[src/rtl/utf8s_pkg.sv]
// ----------------------------------------------------------------------------
// utf8s_pkg
// Shared types, constants and byte classification for the UTF-8 sanitizer.
// ----------------------------------------------------------------------------
package utf8s_pkg;

	localparam logic [7:0] REPL_B0 = 8'hEF;
	localparam logic [7:0] REPL_B1 = 8'hBF;
	localparam logic [7:0] REPL_B2 = 8'hBD;

	localparam int WIN_DEPTH = 4;

	typedef struct packed {
		logic [7:0] data;
		logic       last;
	} item_t;

	typedef struct packed {
		logic       valid;
		logic [7:0] data;
		logic       replaced;
		logic       last;
	} emit_t;

	// full sequence length for a lead byte, 0 if it cannot start one
	function automatic logic [2:0] seq_length(input logic [7:0] b);
		logic [2:0] len;
		if (b <= 8'h7F) begin
			len = 3'd1;
		end else if (b >= 8'hC2 && b <= 8'hDF) begin
			len = 3'd2;
		end else if (b >= 8'hE0 && b <= 8'hEF) begin
			len = 3'd3;
		end else if (b >= 8'hF0 && b <= 8'hF4) begin
			len = 3'd4;
		end else begin
			len = 3'd0;
		end
		return len;
	endfunction

	// continuation byte check at offset pos after the lead
	function automatic logic follower_ok(input logic [7:0] lead, input logic [1:0] pos,
			input logic [7:0] c);
		logic [7:0] lo;
		logic [7:0] hi;
		lo = 8'h80;
		hi = 8'hBF;
		if (pos == 2'd1) begin
			if (lead == 8'hE0) begin
				lo = 8'hA0;
			end else if (lead == 8'hED) begin
				hi = 8'h9F;
			end else if (lead == 8'hF0) begin
				lo = 8'h90;
			end else if (lead == 8'hF4) begin
				hi = 8'h8F;
			end
		end
		return (c >= lo) && (c <= hi);
	endfunction

endpackage

[src/rtl/utf8s_in_reg.sv]
// ----------------------------------------------------------------------------
// utf8s_in_reg
// Input register: holds one accepted byte until the scanner absorbs it.
// ----------------------------------------------------------------------------
module utf8s_in_reg (
	input  logic              clk,
	input  logic              arst_n,
	input  logic              in_valid,
	output logic              in_ready,
	input  logic [7:0]        in_byte,
	input  logic              in_last,
	input  logic              absorb,
	output logic              s1_valid,
	output utf8s_pkg::item_t  s1_item
);

	logic             valid_s1;
	utf8s_pkg::item_t item_s1;

	assign in_ready = !valid_s1 || absorb;
	assign s1_valid = valid_s1;
	assign s1_item  = item_s1;

	always_ff @(posedge clk or negedge arst_n) begin
		if (!arst_n) begin
			valid_s1 <= 1'b0;
		end else if (in_valid && in_ready) begin
			valid_s1 <= 1'b1;
		end else if (absorb) begin
			valid_s1 <= 1'b0;
		end
	end

	always_ff @(posedge clk) begin
		if (in_valid && in_ready) begin
			item_s1.data <= in_byte;
			item_s1.last <= in_last;
		end
	end

endmodule

[src/rtl/utf8s_scan.sv]
// ----------------------------------------------------------------------------
// utf8s_scan
// Byte window and sequence check; produces at most one output byte per advance.
// ----------------------------------------------------------------------------
module utf8s_scan (
	input  logic              clk,
	input  logic              arst_n,
	input  logic              adv,
	input  logic              s1_valid,
	input  utf8s_pkg::item_t  s1_item,
	output logic              absorb,
	output utf8s_pkg::emit_t  emit
);

	logic [7:0] win_q [utf8s_pkg::WIN_DEPTH];
	logic [2:0] cnt_q;
	logic       end_q;
	logic [1:0] rep_left_q;
	logic [1:0] copy_left_q;

	logic [7:0] e    [utf8s_pkg::WIN_DEPTH];
	logic [7:0] sh   [utf8s_pkg::WIN_DEPTH];
	logic [7:0] win_d[utf8s_pkg::WIN_DEPTH];
	logic [2:0] e_cnt;
	logic       e_end;
	logic [2:0] e_len;
	logic       e_fail;
	logic [2:0] head_len;
	logic       cur_fail;
	logic       cur_wait;
	logic       busy;
	logic       hungry;
	logic [2:0] cnt_d;
	logic       end_d;
	logic [1:0] rep_d;
	logic [1:0] copy_d;

	always_comb begin
		busy     = (rep_left_q != 2'd0) || (copy_left_q != 2'd0);
		head_len = utf8s_pkg::seq_length(win_q[0]);
		cur_fail = 1'b0;
		for (int k = 1; k < utf8s_pkg::WIN_DEPTH; k++) begin
			if (3'(k) < cnt_q && 3'(k) < head_len &&
					!utf8s_pkg::follower_ok(win_q[0], 2'(k), win_q[k])) begin
				cur_fail = 1'b1;
			end
		end
		cur_wait = (cnt_q != 3'd0) && !cur_fail && (cnt_q < head_len) && !end_q;
		hungry   = !busy && ((cnt_q == 3'd0) || cur_wait);
		absorb   = adv && hungry && s1_valid;

		e     = win_q;
		e_cnt = cnt_q;
		e_end = end_q;
		if (absorb) begin
			e[cnt_q[1:0]] = s1_item.data;
			e_cnt         = cnt_q + 3'd1;
			e_end         = s1_item.last;
		end

		e_len  = utf8s_pkg::seq_length(e[0]);
		e_fail = 1'b0;
		for (int k = 1; k < utf8s_pkg::WIN_DEPTH; k++) begin
			if (3'(k) < e_cnt && 3'(k) < e_len &&
					!utf8s_pkg::follower_ok(e[0], 2'(k), e[k])) begin
				e_fail = 1'b1;
			end
		end

		for (int j = 0; j < utf8s_pkg::WIN_DEPTH - 1; j++) begin
			sh[j] = e[j + 1];
		end
		sh[utf8s_pkg::WIN_DEPTH - 1] = e[utf8s_pkg::WIN_DEPTH - 1];

		emit   = '0;
		win_d  = win_q;
		cnt_d  = cnt_q;
		end_d  = end_q;
		rep_d  = rep_left_q;
		copy_d = copy_left_q;

		if (adv) begin
			if (rep_left_q != 2'd0) begin
				emit.valid    = 1'b1;
				emit.data     = (rep_left_q == 2'd2) ? utf8s_pkg::REPL_B1 : utf8s_pkg::REPL_B2;
				emit.replaced = 1'b1;
				emit.last     = end_q && (rep_left_q == 2'd1) && (cnt_q == 3'd0);
				rep_d         = rep_left_q - 2'd1;
			end else if (copy_left_q != 2'd0) begin
				emit.valid = 1'b1;
				emit.data  = win_q[0];
				emit.last  = end_q && (copy_left_q == 2'd1) && (cnt_q == 3'd1);
				win_d      = sh;
				cnt_d      = cnt_q - 3'd1;
				copy_d     = copy_left_q - 2'd1;
			end else if (e_cnt != 3'd0) begin
				win_d = e;
				cnt_d = e_cnt;
				end_d = e_end;
				if (e_len == 3'd1) begin
					emit.valid = 1'b1;
					emit.data  = e[0];
					emit.last  = e_end && (e_cnt == 3'd1);
					win_d      = sh;
					cnt_d      = e_cnt - 3'd1;
				end else if (e_len == 3'd0 || e_fail || (e_cnt < e_len && e_end)) begin
					emit.valid    = 1'b1;
					emit.data     = utf8s_pkg::REPL_B0;
					emit.replaced = 1'b1;
					win_d         = sh;
					cnt_d         = e_cnt - 3'd1;
					rep_d         = 2'd2;
				end else if (e_cnt >= e_len) begin
					emit.valid = 1'b1;
					emit.data  = e[0];
					win_d      = sh;
					cnt_d      = e_cnt - 3'd1;
					copy_d     = 2'(e_len - 3'd1);
				end
			end
		end
	end

	always_ff @(posedge clk or negedge arst_n) begin
		if (!arst_n) begin
			cnt_q       <= 3'd0;
			end_q       <= 1'b0;
			rep_left_q  <= 2'd0;
			copy_left_q <= 2'd0;
		end else begin
			cnt_q       <= cnt_d;
			end_q       <= end_d;
			rep_left_q  <= rep_d;
			copy_left_q <= copy_d;
		end
	end

	always_ff @(posedge clk) begin
		win_q <= win_d;
	end

endmodule

[src/rtl/utf8s_out_reg.sv]
// ----------------------------------------------------------------------------
// utf8s_out_reg
// Output register: holds one result byte until the sink takes it.
// ----------------------------------------------------------------------------
module utf8s_out_reg (
	input  logic              clk,
	input  logic              arst_n,
	input  utf8s_pkg::emit_t  emit,
	output logic              adv,
	output logic              out_valid,
	input  logic              out_ready,
	output logic [7:0]        out_byte,
	output logic              out_replaced,
	output logic              out_last
);

	logic       valid_q;
	logic [7:0] byte_q;
	logic       replaced_q;
	logic       last_q;

	assign adv          = !valid_q || out_ready;
	assign out_valid    = valid_q;
	assign out_byte     = byte_q;
	assign out_replaced = replaced_q;
	assign out_last     = last_q;

	always_ff @(posedge clk or negedge arst_n) begin
		if (!arst_n) begin
			valid_q <= 1'b0;
		end else if (adv) begin
			valid_q <= emit.valid;
		end
	end

	always_ff @(posedge clk) begin
		if (adv && emit.valid) begin
			byte_q     <= emit.data;
			replaced_q <= emit.replaced;
			last_q     <= emit.last;
		end
	end

endmodule

[src/rtl/utf8_sanitizer.sv]
// ----------------------------------------------------------------------------
// utf8_sanitizer
// Streaming UTF-8 validator that replaces each rejected byte with EF BF BD.
// ----------------------------------------------------------------------------
// Bytes enter through an input register, collect in a four-byte window and
// leave through an output register, at most one output byte per cycle. ASCII
// streams at one byte per cycle while the sink is ready. The leading bytes
// of a multi-byte character are absorbed without output; once its last byte
// arrives the character leaves back to back, holding the input until it has
// left. Each rejected byte yields three output bytes and holds the input
// while they leave; bytes held behind a rejected lead are rescanned one per
// cycle while the sink is ready; the next byte is taken only once the window
// is empty or holds an unfinished character. The last output byte of a
// string carries out_last.
module utf8_sanitizer (
	input  logic       clk,
	input  logic       arst_n,
	input  logic       in_valid,
	output logic       in_ready,
	input  logic [7:0] in_byte,
	input  logic       in_last,
	output logic       out_valid,
	input  logic       out_ready,
	output logic [7:0] out_byte,
	output logic       out_replaced,
	output logic       out_last
);

	logic             absorb;
	logic             s1_valid;
	utf8s_pkg::item_t s1_item;
	utf8s_pkg::emit_t emit;
	logic             adv;

	utf8s_in_reg u_in_reg (
		.clk      (clk),
		.arst_n   (arst_n),
		.in_valid (in_valid),
		.in_ready (in_ready),
		.in_byte  (in_byte),
		.in_last  (in_last),
		.absorb   (absorb),
		.s1_valid (s1_valid),
		.s1_item  (s1_item)
	);

	utf8s_scan u_scan (
		.clk      (clk),
		.arst_n   (arst_n),
		.adv      (adv),
		.s1_valid (s1_valid),
		.s1_item  (s1_item),
		.absorb   (absorb),
		.emit     (emit)
	);

	utf8s_out_reg u_out_reg (
		.clk          (clk),
		.arst_n       (arst_n),
		.emit         (emit),
		.adv          (adv),
		.out_valid    (out_valid),
		.out_ready    (out_ready),
		.out_byte     (out_byte),
		.out_replaced (out_replaced),
		.out_last     (out_last)
	);

endmodule

[config.mk]
export PLATFORM = sky130hd
export DESIGN_NAME = utf8_sanitizer
export DESIGN_NICKNAME = d
export VERILOG_FILES = /design/src/rtl/utf8s_pkg.sv /design/src/rtl/utf8s_in_reg.sv /design/src/rtl/utf8s_scan.sv /design/src/rtl/utf8s_out_reg.sv /design/src/rtl/utf8_sanitizer.sv
export SDC_FILE = /design/constraint.sdc
export NUM_CORES = 1
export LEC_CHECK = 0
export BUFFER_PORTS_ARGS = -buffer_cell sky130_fd_sc_hd__buf_2
export CAP_MARGIN = 0
export CORE_MARGIN = 2
export CORE_UTILIZATION = 60
export CTS_BUF_LIST = sky130_fd_sc_hd__clkbuf_4 sky130_fd_sc_hd__clkbuf_8
export DETAILED_ROUTE_END_ITERATION = 10
export GPL_TIMING_DRIVEN = 0
export PLACE_DENSITY = 0.79
export SETUP_SLACK_MARGIN = 0.05
export SLEW_MARGIN = 20
export SYNTH_ARGS = -nofsm -noshare
export SYNTH_HDL_FRONTEND = slang
export SYNTH_SLANG_ARGS = --single-unit
[constraint.sdc]
create_clock -name clk -period 8.66 [get_ports clk]
set_clock_uncertainty 0.05 [all_clocks]
set_input_delay 2.598 -clock clk [delete_from_list [all_inputs] [get_ports clk]]
set_output_delay 2.598 -clock clk [all_outputs]
set_load 0.03 [all_outputs]
==> results by group, run 1 <==
Yosys
  • Netlist area before placement: 4460 um^2
  • Synthesized area per cell: 9.96 um^2
  • Total number of yosys warnings: 0
  • Unique cell type count in the Yosys netlist: between 70 and 80
  • Syn_nets: roughly 500
  • #FFs+latches synth: 61
  • Share of synthesized area occupied by flip-flops and latches: 39.9%
  • Number of synthesized flops with an enable pin: 51
  • Most common flop cell mapped by yosys: edfxtp_1
  • Async set or reset register ratio after synthesis: between 15 and 20%
  • Synthesized instance count: 448

Finish
  • Relative area change from synthesis to final layout: 10.9%
  • Area of all placed cells without fillers: 4950 um^2
  • Post-layout net count: 524
  • Most common cell after layout, fill and taps aside: nand2_1
  • Count of inserted antenna diode cells: 0
  • Commonest non-fill, non-tap cells in the layout: nand2_1, edfxtp_1, ha_1
  • Fraction of layout cells with a size suffix above 1: about a fifth

Critical path
  • Arrival time worst endpoint: roughly 8 ns
  • Crit path buffers/inverters: 3
  • Required time at the worst-slack endpoint: about 9 ns
  • List of cells traversed by the critical path: buf_2 -> nor2b_1 -> nor3_1 -> o311a_1 -> o21ai_2 -> a21oi_2 -> clkbuf_1 -> clkbuf_1 -> nor3_1 -> a31o_2 -> nand2_1 -> ha_1 -> nor2b_1 -> a311oi_1 -> nor4_1 -> a21oi_1 -> a21oi_1 -> a211oi_1 -> o21a_2 -> nor3_4 -> o31ai_2 -> o221a_2
  • Gate family responsible for the most delay along the worst path: compound AO/OA/AOI/OAI gates
  • Delay of the slowest cell on the worst path: ~0.87 ns
  • CP Class: in2reg
  • Startpoint kind of the worst setup timing path: input pin
  • Cell with the biggest individual delay on the critical path: o31ai_2
  • Crit-path max FO: 14
  • Critical path capture point type: flip-flop

Routing
  • Final WL: 11,500 um
  • Via count: 3,864
  • First-pass iteration count of the detailed router: 6
  • Number of nets still failing antenna checks after routing: 0
  • 1st-iter DRT viols: between 400 and 500
  • Via-per-instance ratio: 6.57
  • DR WL/cell: ~20 um
  • Count of unresolved DRC violations after routing: 0

Die
  • Initial Util: between 60 and 70%
  • Total Die Area: just over 8000 um^2
  • I/O Pins: 25
  • Height of the die: 90.3 um
  • Area of the core region: 7210 um^2
  • Die outline width: 90.3 um
  • Cell Rows: 31

Worst hold path
  • Hold crit path type: reg2reg

Clock tree
  • CTS root buffer: clkbuf_8
  • Sinks on Clock Net: 61
  • Number of buffers created by CTS: 9
  • CTS tree: yes
  • Clock-pin slew of the registers on the worst-case setup and hold paths: 0.07 ns
  • H-tree levels: 3
  • Cells resized by post-CTS repair: 0
  • Post-CTS setup buffer count: 0
  • Maximum buffer depth of the clock tree: 2
  • Clock network latency to the later pin of the worst-skew pair: 0.36 ns
  • Post-CTS Hold Fix Bufs: 0

Timing
  • Total negative slack: 0 ns
  • RSZ-0062 raised after global routing: false
  • Final-report hold violation count: 0
  • Post-route fraction of the period consumed by the critical path: between 90% and 100%
  • Final setup violation count: 0
  • Worst-margin pin slew: 1.03 ns
  • Worst slew margin relative to its limit: a little under a third
  • Hold Worst Slack: between 0.5 and 0.6 ns
  • Fin. max-slew vios: 0
  • Final min period: 8.01 ns
  • Highest clock rate: 0.125 GHz

GRT
  • Antenna violations before repair: 0
  • Via count of the first global-routing pass: 3,634
  • Overflow after GRT: 0
  • Overall track demand over capacity in global routing: 29.3%
  • Maximum number of pins on one net before global-route repair: 34
  • First-pass GRT wire length: 18,600 um

Power
  • Register share of total power: 29.3%
  • Internal power consumption: 1.04 mW
  • Comb power frac: a little under three fifths
  • Switching power as a share of total power: 45.0%
  • Power Density: 383 nW/um^2
  • Design Power: 1.90 mW
  • Leak: approximately 2 nW
  • Clock network fraction of design power: around 15%
  • Net load switching power: ~0.85 mW
  • Worst VDD drop: ~0.18 mV

Placement
  • Area post-placement: 4730 um^2
  • Port Buf Inserts: 24
  • Hpwl dp: 8360 um
  • Final estimated routing congestion in global placement: 1.02

Run
  • Maximum capacitance violations: 0

Status
  • Status: finished, final reports clean
==> cell usage after synthesis, types with 5 or more instances <==
cell type | instances | area (um^2)
nand2_1 | 52 | 195
ha_1 | 27 | 338
or3_1 | 12 | 75.1
o21ai_0 | 18 | 90.1
mux2i_1 | 21 | 210
o221a_2 | 14 | 158
edfxtp_1 | 51 | 1530
and2_1 | 6 | 37.5
clkbuf_1 | 19 | 71.3
nor3_1 | 11 | 55.1
nand2b_1 | 8 | 50.1
dfrtp_1 | 10 | 250
inv_1 | 22 | 82.6
a211oi_1 | 7 | 52.6
nor2_1 | 26 | 97.6
a21oi_1 | 19 | 95.1
nor4_1 | 7 | 43.8
nand3_1 | 12 | 60.1
nand4_1 | 5 | 31.3
mux2_2 | 18 | 203
==> power by group through the flow <==
stage	clock network (mW)	logic (mW)	registers, mW
final	0.290	1.05	0.555
after global routing	0.304	1.15	0.565
after CTS	0.292	1.03	0.552
after detailed placement	0	1.03	0.559
after global placement	0	0.985	0.555
after floorplan	0	0.734	0.587
==> cell type report <==
class	instances	area, um^2
Fill cell	588	2260
Inverter	22	82.6
Buffer	27	138
Clock inverter	7	98.8
Tap cell	99	124
Multi-Input combinational cell	338	2460
Sequential cell	61	1780
Timing Repair Buffer	25	140
Clock buffer	9	124
==> metrics by stage <==
stage | util (%) | setup slack, ns | instances
floorplan | - | 1.54 | 448
global placement | 65.3 | 0.507 | 571
detailed placement | 65.5 | 0.392 | 572
CTS | 68.6 | 0.745 | 588
global route | 68.6 | 0.202 | 588
finish | 68.6 | 0.648 | 588
==> sequential cells by signal, summed over array words and instances (netlist names) <==
| name | count |
|---|---|
| u_out_reg.out_last | 1 |
| u_scan.rep_left_q | 2 |
| u_in_reg.s1_valid | 1 |
| u_in_reg.s1_item | 9 |
| u_out_reg.out_replaced | 1 |
| u_scan.win_q | 32 |
| u_out_reg.out_valid | 1 |
| u_scan.end_q | 1 |
| u_scan.cnt_q | 3 |
| u_out_reg.out_byte | 8 |
| u_scan.copy_left_q | 2 |
==> layer usage <==
| layer | part of all wire [%] | track usage, % | vias up |
|---|---|---|---|
| met3 | 8.1 | 5.18 | 42 |
| li1 | - | - | 1768 |
| met4 | 2.8 | 11.3 | 0 |
| met2 | 45 | 46.1 | 197 |
| met1 | 44 | 40.7 | 1857 |
| met5 | 0 | 0 | - |
==> kinds of logic after synthesis <==
| kind of cell | count (synthesis) | share of synthesized area [%] |
|---|---|---|
| adders and majority gates | 27 | 7.57 |
| muxes | 42 | 10.2 |
| xor gates and xnor gates | 3 | 0.589 |
| DFF | 61 | 39.9 |
| and+or+nand+nor | 163 | 18.8 |
| AOI/OAI and AO/OA | 103 | 17.9 |
| buffers and inverters | 49 | 4.93 |
==> worst paths after layout <==
| path | start | to | slack, ns | cells past startpoint |
|---|---|---|---|---|
| min | u_scan.rep_left_q[0] | u_scan.rep_left_q[0] | 0.51 | 1 |
| max | out_ready | u_out_reg.out_byte[2] | 0.65 | 22 |
| max reg2reg | u_scan.win_q[30] | u_out_reg.out_byte[2] | 1.26 | 26 |
| max in group asynchronous | arst_n | u_out_reg.out_valid | 6.31 | 1 |
| min reg2reg | u_scan.rep_left_q[0] | u_scan.rep_left_q[0] | 0.51 | 1 |
| min in group asynchronous | arst_n | u_scan.cnt_q[1] | 2.05 | 1 |
Note: power is estimated with default switching activity, not from simulation.
==> run 2: changes to the inputs <==
--- a/config.mk
+++ b/config.mk
@@ -5,13 +5,14 @@
 export SDC_FILE = /design/constraint.sdc
 export NUM_CORES = 1
 export LEC_CHECK = 0
+export ABC_AREA = 1
 export BUFFER_PORTS_ARGS = -buffer_cell sky130_fd_sc_hd__buf_2
 export CAP_MARGIN = 0
 export CORE_MARGIN = 2
 export CORE_UTILIZATION = 60
 export CTS_BUF_LIST = sky130_fd_sc_hd__clkbuf_4 sky130_fd_sc_hd__clkbuf_8
 export DETAILED_ROUTE_END_ITERATION = 10
-export GPL_TIMING_DRIVEN = 0
+export GPL_TIMING_DRIVEN = 1
 export PLACE_DENSITY = 0.79
 export SETUP_SLACK_MARGIN = 0.05
 export SLEW_MARGIN = 20
==> run 2 against run 1 <==
Net effect: core utilization down 0.21 points; sequential share of layout area up 1.9 points; first-iteration DRC count down 45%; power down 7.5%; register-to-register slack better by 1.1 ns.
==> results by group, run 2 <==
Timing
  • Total negative slack: 0 ns
  • Hold Worst Slack: 0.492 ns
  • Worst slew margin relative to its limit: 30.0%
  • Post-route fraction of the period consumed by the critical path: 79.9%
  • Fin. max-slew vios: 0
  • Highest clock rate: 0.144 GHz
  • Final-report hold violation count: 0
  • Final setup violation count: 0
  • RSZ-0062 raised after global routing: false
  • Final min period: between 6 and 7 ns
  • Worst-margin pin slew: 1.05 ns

GRT
  • First-pass GRT wire length: 16,500 um
  • Maximum number of pins on one net before global-route repair: 29
  • Overflow after GRT: 0
  • Via count of the first global-routing pass: approximately 3,500
  • Antenna violations before repair: 0
  • Overall track demand over capacity in global routing: about 28%

Finish
  • Post-layout net count: 607
  • Fraction of layout cells with a size suffix above 1: 15.7%
  • Relative area change from synthesis to final layout: 8.71%
  • Area of all placed cells without fillers: roughly 4700 um^2
  • Core utilization of the finished layout: 68.4%
  • Max reg flops: 32
  • Most flops, register: u_scan.win_q
  • Fillers: between 500 and 600
  • Most common cell after layout, fill and taps aside: nand2_1
  • Commonest non-fill, non-tap cells in the layout: nand2_1, inv_1, edfxtp_1
  • Count of inserted antenna diode cells: 0

Yosys
  • Most instantiated library cell after synthesis: nand2_1
  • Most common flop cell mapped by yosys: edfxtp_1
  • Synthesized instance count: 540
  • #FFs+latches synth: 61
  • List of most frequent post-synthesis cells: nand2_1, inv_1, edfxtp_1, nor2_1, o21ai_0
  • Syn_nets: between 500 and 600
  • Number of synthesized flops with an enable pin: 51
  • Async set or reset register ratio after synthesis: 16.4%
  • Total number of yosys warnings: 0
  • Synthesized area per cell: ~8.0 um^2
  • Netlist area before placement: 4320 um^2
  • Leading area contributor after synthesis: edfxtp_1
  • Unique cell type count in the Yosys netlist: 40
  • Synth top area cells: edfxtp_1, nand2_1, ha_1, inv_1, dfrtp_1
  • Top cell type's share of synthesized area: 35.4%
  • Share of synthesized area occupied by flip-flops and latches: 41.2%

Routing
  • 1st-iter DRT viols: 264
  • Via-per-instance ratio: 5.63
  • Final WL: slightly above 10,000 um
  • Number of nets still failing antenna checks after routing: 0
  • DR WL/cell: 15.1 um
  • First-pass iteration count of the detailed router: 5
  • Via count: between 3,000 and 4,000
  • Count of unresolved DRC violations after routing: 0

Clock tree
  • H-tree levels: 3
  • Sinks on Clock Net: 61
  • CTS root buffer: clkbuf_8
  • Post-CTS Hold Fix Bufs: 0
  • Post-CTS setup buffer count: 0
  • Maximum buffer depth of the clock tree: 2
  • Clock-pin slew of the registers on the worst-case setup and hold paths: around 0.08 ns
  • Cells resized by post-CTS repair: 0
  • Number of buffers created by CTS: 9
  • CTS tree: yes
  • Clock network latency to the later pin of the worst-skew pair: 0.35 ns

Power
  • Leak: 2.31 nW
  • Worst VDD drop: 0.194 mV
  • Design Power: about 1.8 mW
  • Power Density: 373 nW/um^2

Critical path
  • Startpoint kind of the worst setup timing path: input pin
  • Arrival time worst endpoint: 6.96 ns
  • Crit-path max FO: 28
  • Critical path capture point type: flip-flop
  • Required time at the worst-slack endpoint: 8.70 ns
  • Number of cells traversed by the worst register-to-register path: 36
  • CP Class: in2reg

Die
  • Die outline width: a little under 90 um
  • Height of the die: 88.9 um
  • Cell Rows: 30
  • Total Die Area: 7900 um^2
  • Area of the core region: 6870 um^2
  • Initial Util: 62.9%
  • I/O Pins: 25

Status
  • Status: finished, final reports clean

Placement
  • Area post-placement: ~4500 um^2
  • Hpwl dp: a little under 8000 um
  • Port Buf Inserts: 24
  • Final estimated routing congestion in global placement: 0.930

Worst hold path
  • Hold crit path type: reg2reg
  • Hold Path Stages: 2

Run
  • Maximum capacitance violations: 0
## run 2: worst max-delay path: stages
cell,delay (ns)
buf_2,0.10
nor2_1,0.32
nor2_1,0.10
buf_4,0.20
nand3_4,0.25
inv_4,0.08
nand2_4,0.11
nand2_1,0.09
o21ai_4,0.11
nand2_2,0.11
nor2_1,0.13
nand2_2,0.13
ha_1,0.34
a21oi_1,0.16
o21ai_0,0.12
a31oi_1,0.17
inv_1,0.07
nor2_1,0.35
nand4_2,0.74
buf_4,0.49
nor2_1,0.12
a21oi_1,0.06
## run 2: path summary, 6_finish.rpt
kind | start | end | slack [ns]
setup / recovery | out_ready | u_scan.win_q[17] | 1.74
hold / removal | u_scan.rep_left_q[1] | u_scan.rep_left_q[1] | 0.49
setup reg to reg | u_scan.win_q[28] | u_scan.win_q[17] | 2.32
hold reg to reg | u_scan.rep_left_q[1] | u_scan.rep_left_q[1] | 0.49
max in group asynchronous | arst_n | u_scan.cnt_q[0] | 6.27
min in group asynchronous | arst_n | u_scan.cnt_q[1] | 2.06
## run 2: routing by layer
layer | track usage, % | vias to the layer above | wire length [um]
met5 | 0 | - | 0
met4 | 11.4 | 0 | 278
met3 | 4.85 | 25 | 732
met2 | 44.1 | 158 | 4660
met1 | 37.4 | 1752 | 4420
li1 | - | 1829 | -
## run 2: logic make-up after synthesis
group | count (synthesis) | share of synthesized area, %
compound gates | 100 | 14.2
xor+xnor | 2 | 1.01
buf+inv | 101 | 9.75
simple gates | 248 | 25.8
mux | 1 | 0.232
flops | 61 | 41.2
fa+ha+maj | 27 | 7.81
## run 2: final cells by class
type | count | area, um^2 | share of cell area (%)
Clock buffer | 10 | 131 | 2.80
Tap cell | 96 | 120 | 2.56
Sequential cell | 61 | 1780 | 37.9
Timing Repair Buffer | 27 | 143 | 3.04
Multi-Input combinational cell | 378 | 2120 | 45.1
Inverter | 90 | 340 | 7.24
Clock inverter | 6 | 63.8 | 1.36
## run 2: power breakdown
group	switching [mW]	internal [mW]
sequential	0.0787	0.474
clock	0.122	0.135
combinational	0.651	0.293
total	0.852	0.902
## run 2: metrics by stage
| stage | cells | setup WS (ns) |
|---|---|---|
| finish | 668 | 1.74 |
| floorplan | 540 | 2.59 |
| global route | 668 | 1.37 |
| CTS | 668 | 1.82 |
| detailed placement | 652 | 1.47 |
| global placement | 652 | 1.64 |
